### src/rtl/gcd_by_common_divisors_assert.svh
// Assertion macros for the GCD block.
`ifndef GCD_BY_COMMON_DIVISORS_ASSERT_SVH
`define GCD_BY_COMMON_DIVISORS_ASSERT_SVH
// Assert that a condition implies another on the same edge.
`define GCD_ASSERT_IMPL(label, clk, rst_n, cond, expr) \
	label: assert property (@(posedge clk) disable iff (!rst_n) (cond) |-> (expr)) \
	else $error("gcd assertion failed");
// Assert that a condition implies another on the next edge.
`define GCD_ASSERT_NEXT(label, clk, rst_n, cond, expr) \
	label: assert property (@(posedge clk) disable iff (!rst_n) (cond) |=> (expr)) \
	else $error("gcd assertion failed");
`endif

### src/rtl/gcd_pkg.sv
// Shared types for the GCD block.
package gcd_pkg;
	// Control handed along the cell row.
	typedef struct packed {
		logic valid;
		logic done;
		logic invalid;
	} gcd_ctl_t;
endpackage

### src/rtl/gcd_cell.sv
// One binary-GCD step cell: registers a pair and hands it on each cycle.
module gcd_cell #(
	parameter int W = 32
) (
	input  logic              clk,
	input  logic              arst_n,
	input  gcd_pkg::gcd_ctl_t ctl_in,
	input  logic [W-1:0]      a_in,
	input  logic [W-1:0]      b_in,
	input  logic [$clog2(W+1)-1:0] k_in,
	output gcd_pkg::gcd_ctl_t ctl_q,
	output logic [W-1:0]      a_q,
	output logic [W-1:0]      b_q,
	output logic [$clog2(W+1)-1:0] k_q
);
	import gcd_pkg::*;
	localparam int KW = $clog2(W+1);
	logic [W-1:0]  a_n, b_n, diff;
	logic [KW-1:0] k_n;
	logic          fin;

	// Apply one Stein step: strip one common two, halve an even operand, or subtract the smaller and halve.
	always_comb begin
		a_n  = a_in;
		b_n  = b_in;
		k_n  = k_in;
		diff = '0;
		fin  = ctl_in.done;
		if (!ctl_in.done) begin
			if (a_in == b_in) begin
				fin = 1'b1;
			end else if (!a_in[0] && !b_in[0]) begin
				a_n = a_in >> 1;
				b_n = b_in >> 1;
				k_n = k_in + KW'(1);
			end else if (!a_in[0]) begin
				a_n = a_in >> 1;
			end else if (!b_in[0]) begin
				b_n = b_in >> 1;
			end else if (a_in > b_in) begin
				diff = a_in - b_in;
				a_n  = diff >> 1;
			end else begin
				diff = b_in - a_in;
				b_n  = diff >> 1;
			end
		end
	end

	// Advance the pair one cell down the row.
	always_ff @(posedge clk or negedge arst_n) begin
		if (!arst_n) begin
			ctl_q <= '0;
		end else begin
			ctl_q <= '{valid: ctl_in.valid, done: fin, invalid: ctl_in.invalid};
		end
	end

	always_ff @(posedge clk) begin
		a_q <= a_n;
		b_q <= b_n;
		k_q <= k_n;
	end
endmodule

### config.mk
export PLATFORM = sky130hd
export DESIGN_NAME = gcd_cell
export DESIGN_NICKNAME = d
export VERILOG_FILES = /design/src/rtl/gcd_by_common_divisors_assert.svh /design/src/rtl/gcd_pkg.sv /design/src/rtl/gcd_cell.sv
export SDC_FILE = /design/constraint.sdc
export NUM_CORES = 1
export LEC_CHECK = 0
export BUFFER_PORTS_ARGS = -buffer_cell sky130_fd_sc_hd__buf_4
export CAP_MARGIN = 5
export CORE_MARGIN = 2
export CORE_UTILIZATION = 61
export DETAILED_ROUTE_END_ITERATION = 10
export PLACE_DENSITY_LB_ADDON = 0.3
export SLEW_MARGIN = 20
export SYNTH_ARGS = -nofsm -noshare
export SYNTH_HDL_FRONTEND = slang
export SYNTH_SLANG_ARGS = --single-unit
### constraint.sdc
create_clock -name clk -period 1.1 [get_ports clk]
set_input_delay 0.22 -clock clk [delete_from_list [all_inputs] [get_ports clk]]
set_output_delay 0.22 -clock clk [all_outputs]
set_load 0.05 [all_outputs]
==> impl_results.md, run 1 <==
* Sequential fraction of the synthesis area at 0.218
* Status: stopped before the end
* Die Ht at 109 microns
* Stopped at: 3_5_place_dp
* Mapped Cells at approximately 870
* Asr flop ratio synth at 0.0411
* Initial cell density of the core at 0.625
* Unique cell type count in the Yosys netlist at 75
* Post-synth EDFFs at 0
* Halt Reason: [ERROR DPL-0038] Utilization greater than 100%, impossible to legalize
* IO buf count at ~150
* Site row count at 38
* Routability congestion estimate at approximately 1.1
* Average size of a mapped cell at between 7 and 8 sq um
* Synth Cell Area at 0.00678 sq mm
* #FFs+latches synth at 73
* Synth Flop Type: dfxtp_1
* Die Wd at between 100 and 150 microns
* Net Count, Synth at approximately 1000
* Syn. warnings at 0
* I/O Pins at 148
## logic make-up after synthesis
logic type | Yosys count | share of synthesized area
AOI/OAI and AO/OA | 360 | 0.355
xor gates and xnor gates | 60 | 0.0775
adders and majority gates | 67 | 0.126
buffers and inverters | 126 | 0.0798
DFF | 73 | 0.218
muxes | 6 | 0.00905
and+or+nand+nor | 180 | 0.134
## metrics by stage
stage	TNS [ns]	cell area, sq um	hold slack [ns]	worst slack [ns]
after floorplan	-89.90	7330	-0.0756	-1.55
after global placement	-110.37	10900	0.00874	-1.74
## synthesized netlist by cell type (4+ instances only)
library cell  number  area, sq um
nand2b_1          10         62.6
buf_4              5         37.5
buf_2             27          135
nor2_1            53          199
xnor2_1           39          342
nand3_1            7         35.0
o211ai_1           9         67.6
nand4_1            9         56.3
nand2_1           49          184
a221oi_1           7         61.3
o31ai_1            9         67.6
inv_1             78          293
a222oi_1           5         50.1
a21oi_1           86          430
dfxtp_1           70         1400
o21ai_1            6         30.0
o21bai_1          11         82.6
o21a_1             7         52.6
ha_1              65          813
a22oi_1           34          255
o22ai_1           28          175
a31oi_1            4         25.0
nor4_1             4         25.0
clkbuf_1          12         45.0
mux2i_1            5         50.1
a211oi_1           6         45.0
a21o_1            37          278
nor2b_1            7         43.8
and3_1             5         31.3
a21oi_2            6         52.6
and4_1             4         35.0
o21ai_0           60          300
and2_1             4         25.0
or2_2              4         25.0
o221ai_1           9         78.8
xor2_1            21          184
nor3_1            11         55.1
==> run 2: changes to the inputs <==
Settings changed: CORE_UTILIZATION 61 to 40, PLACE_DENSITY_LB_ADDON 0.3 to 0.15.
==> run 2 against run 1 <==
The flow now finishes, with violations (negative setup slack). Area after synthesis did not move. Synthesized cell count did not move.
==> impl_results.md, run 2 <==
* Status: finished, violations left (was stopped before the end)
* Failing checks: negative setup slack
* CP Cell Sequence: buf_12, buf_6, ha_4, fa_2, and4b_1, nor2_1, a21oi_2, o221ai_2, a21oi_2, a21o_1, buf_6, nor4_2, or4_1, a21oi_1
* Drt wl/cell at 21.1 microns
* Fin crit share at 2.37
* Layout cells sized above 1 at 0.570
* Worst min path class: in2reg
* Met2 Resource Use GR at 0.605
* Hold Worst Slack at 0.0554 ns
* Initial DRC count at approximately 900
* Measured slew at the worst slew-check pin at around 0.57 ns
* Unique cell type count in the Yosys netlist at 75 (unchanged)
* Synth Cell Area at 0.00678 sq mm (unchanged)
* CP required at 1.39 ns
* #FFs+latches synth at 73 (unchanged)
* Core area at about 0.017 sq mm
* Clock Tree Root: clkbuf_16
* TritonCTS Sinks at 73
* Finished Cell Area at 0.0133 sq mm
* Register share of total power at 0.216
* P_leak at ~6.2 nW
* First-pass GRT wire length at slightly above 50000 microns
* I/O Pins at 148 (unchanged)
* H-tree Lvls at 3
* Most frequent cells in the layout: 481 x buf_4, 70 x a21oi_1, 70 x buf_6, 56 x dfxtp_1, 51 x nor2_1
* Final Hold Fails at 0
* Asr flop ratio synth at 0.0411 (unchanged)
* Die Wd at 134 microns (was 109 microns)
* Site row count at 47 (was 38)
* TritonCTS clock tree: built
* Vias in the first global route at approximately 9000
* # diodes at 0
* Fmax at about 380 MHz
* Largest cells by area after synthesis: dfxtp_1 21%, ha_1 12%, a21oi_1 6.4%, xnor2_1 5.0%, o21ai_0 4.4% (unchanged)
* VDD IR max at 865 uV
* Post-route ant nets at 0
* Global route hottest layer: met2
* TritonCTS Buffers at 9
* Net Count, Synth at 1014 (unchanged)
* Routed WL at 34600 microns
* Tot Pwr at 14.2 mW
* Average size of a mapped cell at 7.77 sq um (unchanged)
* Setup slack after layout at -1.50 ns
* IO buf count at 147 (unchanged)
* Utilization after layout at 0.802
* Die Ht at 134 microns (was 109 microns)
* Net Sw Frac at 0.409
* Crit Path Max Fanout at 2
* RSZ-0062 raised after global routing: true
* Mapped Cells at 872 (unchanged)
* Routability congestion estimate at 1.02 (was 1.15)
* Largest net degree at the start of global routing at 23
* Slowest-stage cell, CP: or4_1
* Power Density at ~1100 mW/mm^2
* TritonRoute pass-1 iters at 5
* HPWL Detailed at roughly 25000 microns
* Crit-path max cell delay at 0.48 ns
* DP Area at roughly 0.011 sq mm
* Reported max-cap violation count at 0
* Final min period at ~2.6 ns
* Dpl cells at between 1500 and 2000
* Top cell type by total area after synthesis: dfxtp_1 (unchanged)
* DRC at 0
* Worst Setup Path Type: in2reg
* Leading cell type in the layout, fill and taps excluded: buf_4
* Clock transition at path regs at about 0.07 ns
* Initial antenna violation count at 0
* Critical path data arrival time at a little under 3 ns
* Place WS at -1.99 ns
* Worst Hold Launch: k_in[4]
* GRT met3 Usage at 0.0635
* DR vias/cell at between 5 and 6
* Synth top area share at 0.207 (unchanged)
* Most instantiated cells after synthesis: 86 x a21oi_1, 78 x inv_1, 70 x dfxtp_1 (unchanged)
* Met1 global-route usage at 0.480
* Cell Int Power at about 8.4 mW
* Most common cell in the netlist: a21oi_1 (unchanged)
* Crit path from: a_in[0]
* Maximum clock path buffer count at 2
* Syn. warnings at 0 (unchanged)
* Relative slew slack at 0.612
* Layout area overhead at 96.2%
* Sequential fraction of the synthesis area at 0.218 (unchanged)
* Final setup vio count at 74
* Total Routing Usage GR at 0.367
* Post-synth EDFFs at 0 (unchanged)
* Worst Setup End Kind: flip-flop
* Die area at 0.0180 sq mm
* Clock power frac at 0.223
* Initial cell density of the core at 0.409 (was 0.625)
* Fin Setup TNS at -94.04 ns
* Synth Flop Type: dfxtp_1 (unchanged)
* Layout Nets at around 1600
* Final Non-Filler Cells at roughly 1600
* Biggest regs: a_q x32, b_q x32, k_q x6
* Comb pwr share at 0.561
* Final slew viol count at 0
* Vias at approximately 9300
* Psw at 5.81 mW
* GRT overflow at 0
* Crit path launch type: input port
-- run 2: cell type report --
class                   instances  area (sq um)
inverters                      79           359
clock buffers                  10           229
multi-input cells             673          6000
fillers                      1159          3290
flip-flops and latches         73          1490
clock inverters                 6          67.6
well taps                     220           275
repair buffers                577          4880
-- run 2: critical path: cells and delay by family --
kind,cells,cell delay (ns)
AO/OA/AOI/OAI,5,0.92
adder cells (fa/ha/maj),2,0.49
buffers and inverters,3,0.34
AND/OR/NAND/NOR,4,0.91
-- run 2: cell families after synthesis --
family | after synthesis | share of synthesized area
buffers and inverters | 126 | 0.0798
XOR/XNOR | 60 | 0.0775
multiplexers | 6 | 0.00905
AO/OA/AOI/OAI | 360 | 0.355
flip-flops | 73 | 0.218
adder cells (fa/ha/maj) | 67 | 0.126
AND/OR/NAND/NOR | 180 | 0.134
-- run 2: routing by layer --
| metal | vias to the layer above | wire [microns] |
|---|---|---|
| li1 | 4283 | - |
| met4 | 0 | 1070 |
| met2 | 480 | 16200 |
| met3 | 85 | 2860 |
| met5 | - | 0 |
| met1 | 4407 | 14400 |
-- run 2: final timing paths --
path | endpoint | slack (ns) | depth (start not counted)
worst max-delay path | b_q[25] | -1.50 | 14
worst min-delay path | k_q[4] | 0.06 | 2
max in group asynchronous | ctl_q[2] | 0.81 | 2
min in group asynchronous | ctl_q[1] | 0.20 | 2
-- run 2: what timing repair did --
item,CTS,global route
hold endpoints to repair,5,0
setup endpoints to repair,90,90
gates cloned,2,2
pin swaps,62,58
hold buffers,3,0
buffers inserted,34,19
resized for setup,212,76
-- run 2: power groups by stage --
stage          combinational (mW)  clock [mW]  sequential (mW)
2_1_floorplan                2.69           0             4.05
3_3_place_gp                 6.70           0             3.08
3_5_place_dp                 6.72           0             3.08
4_1_cts                      7.51        3.17             3.04
5_1_grt                      8.33        3.25             3.07
6_report                     7.96        3.17             3.06
Note: power is estimated with default switching activity, not from simulation.
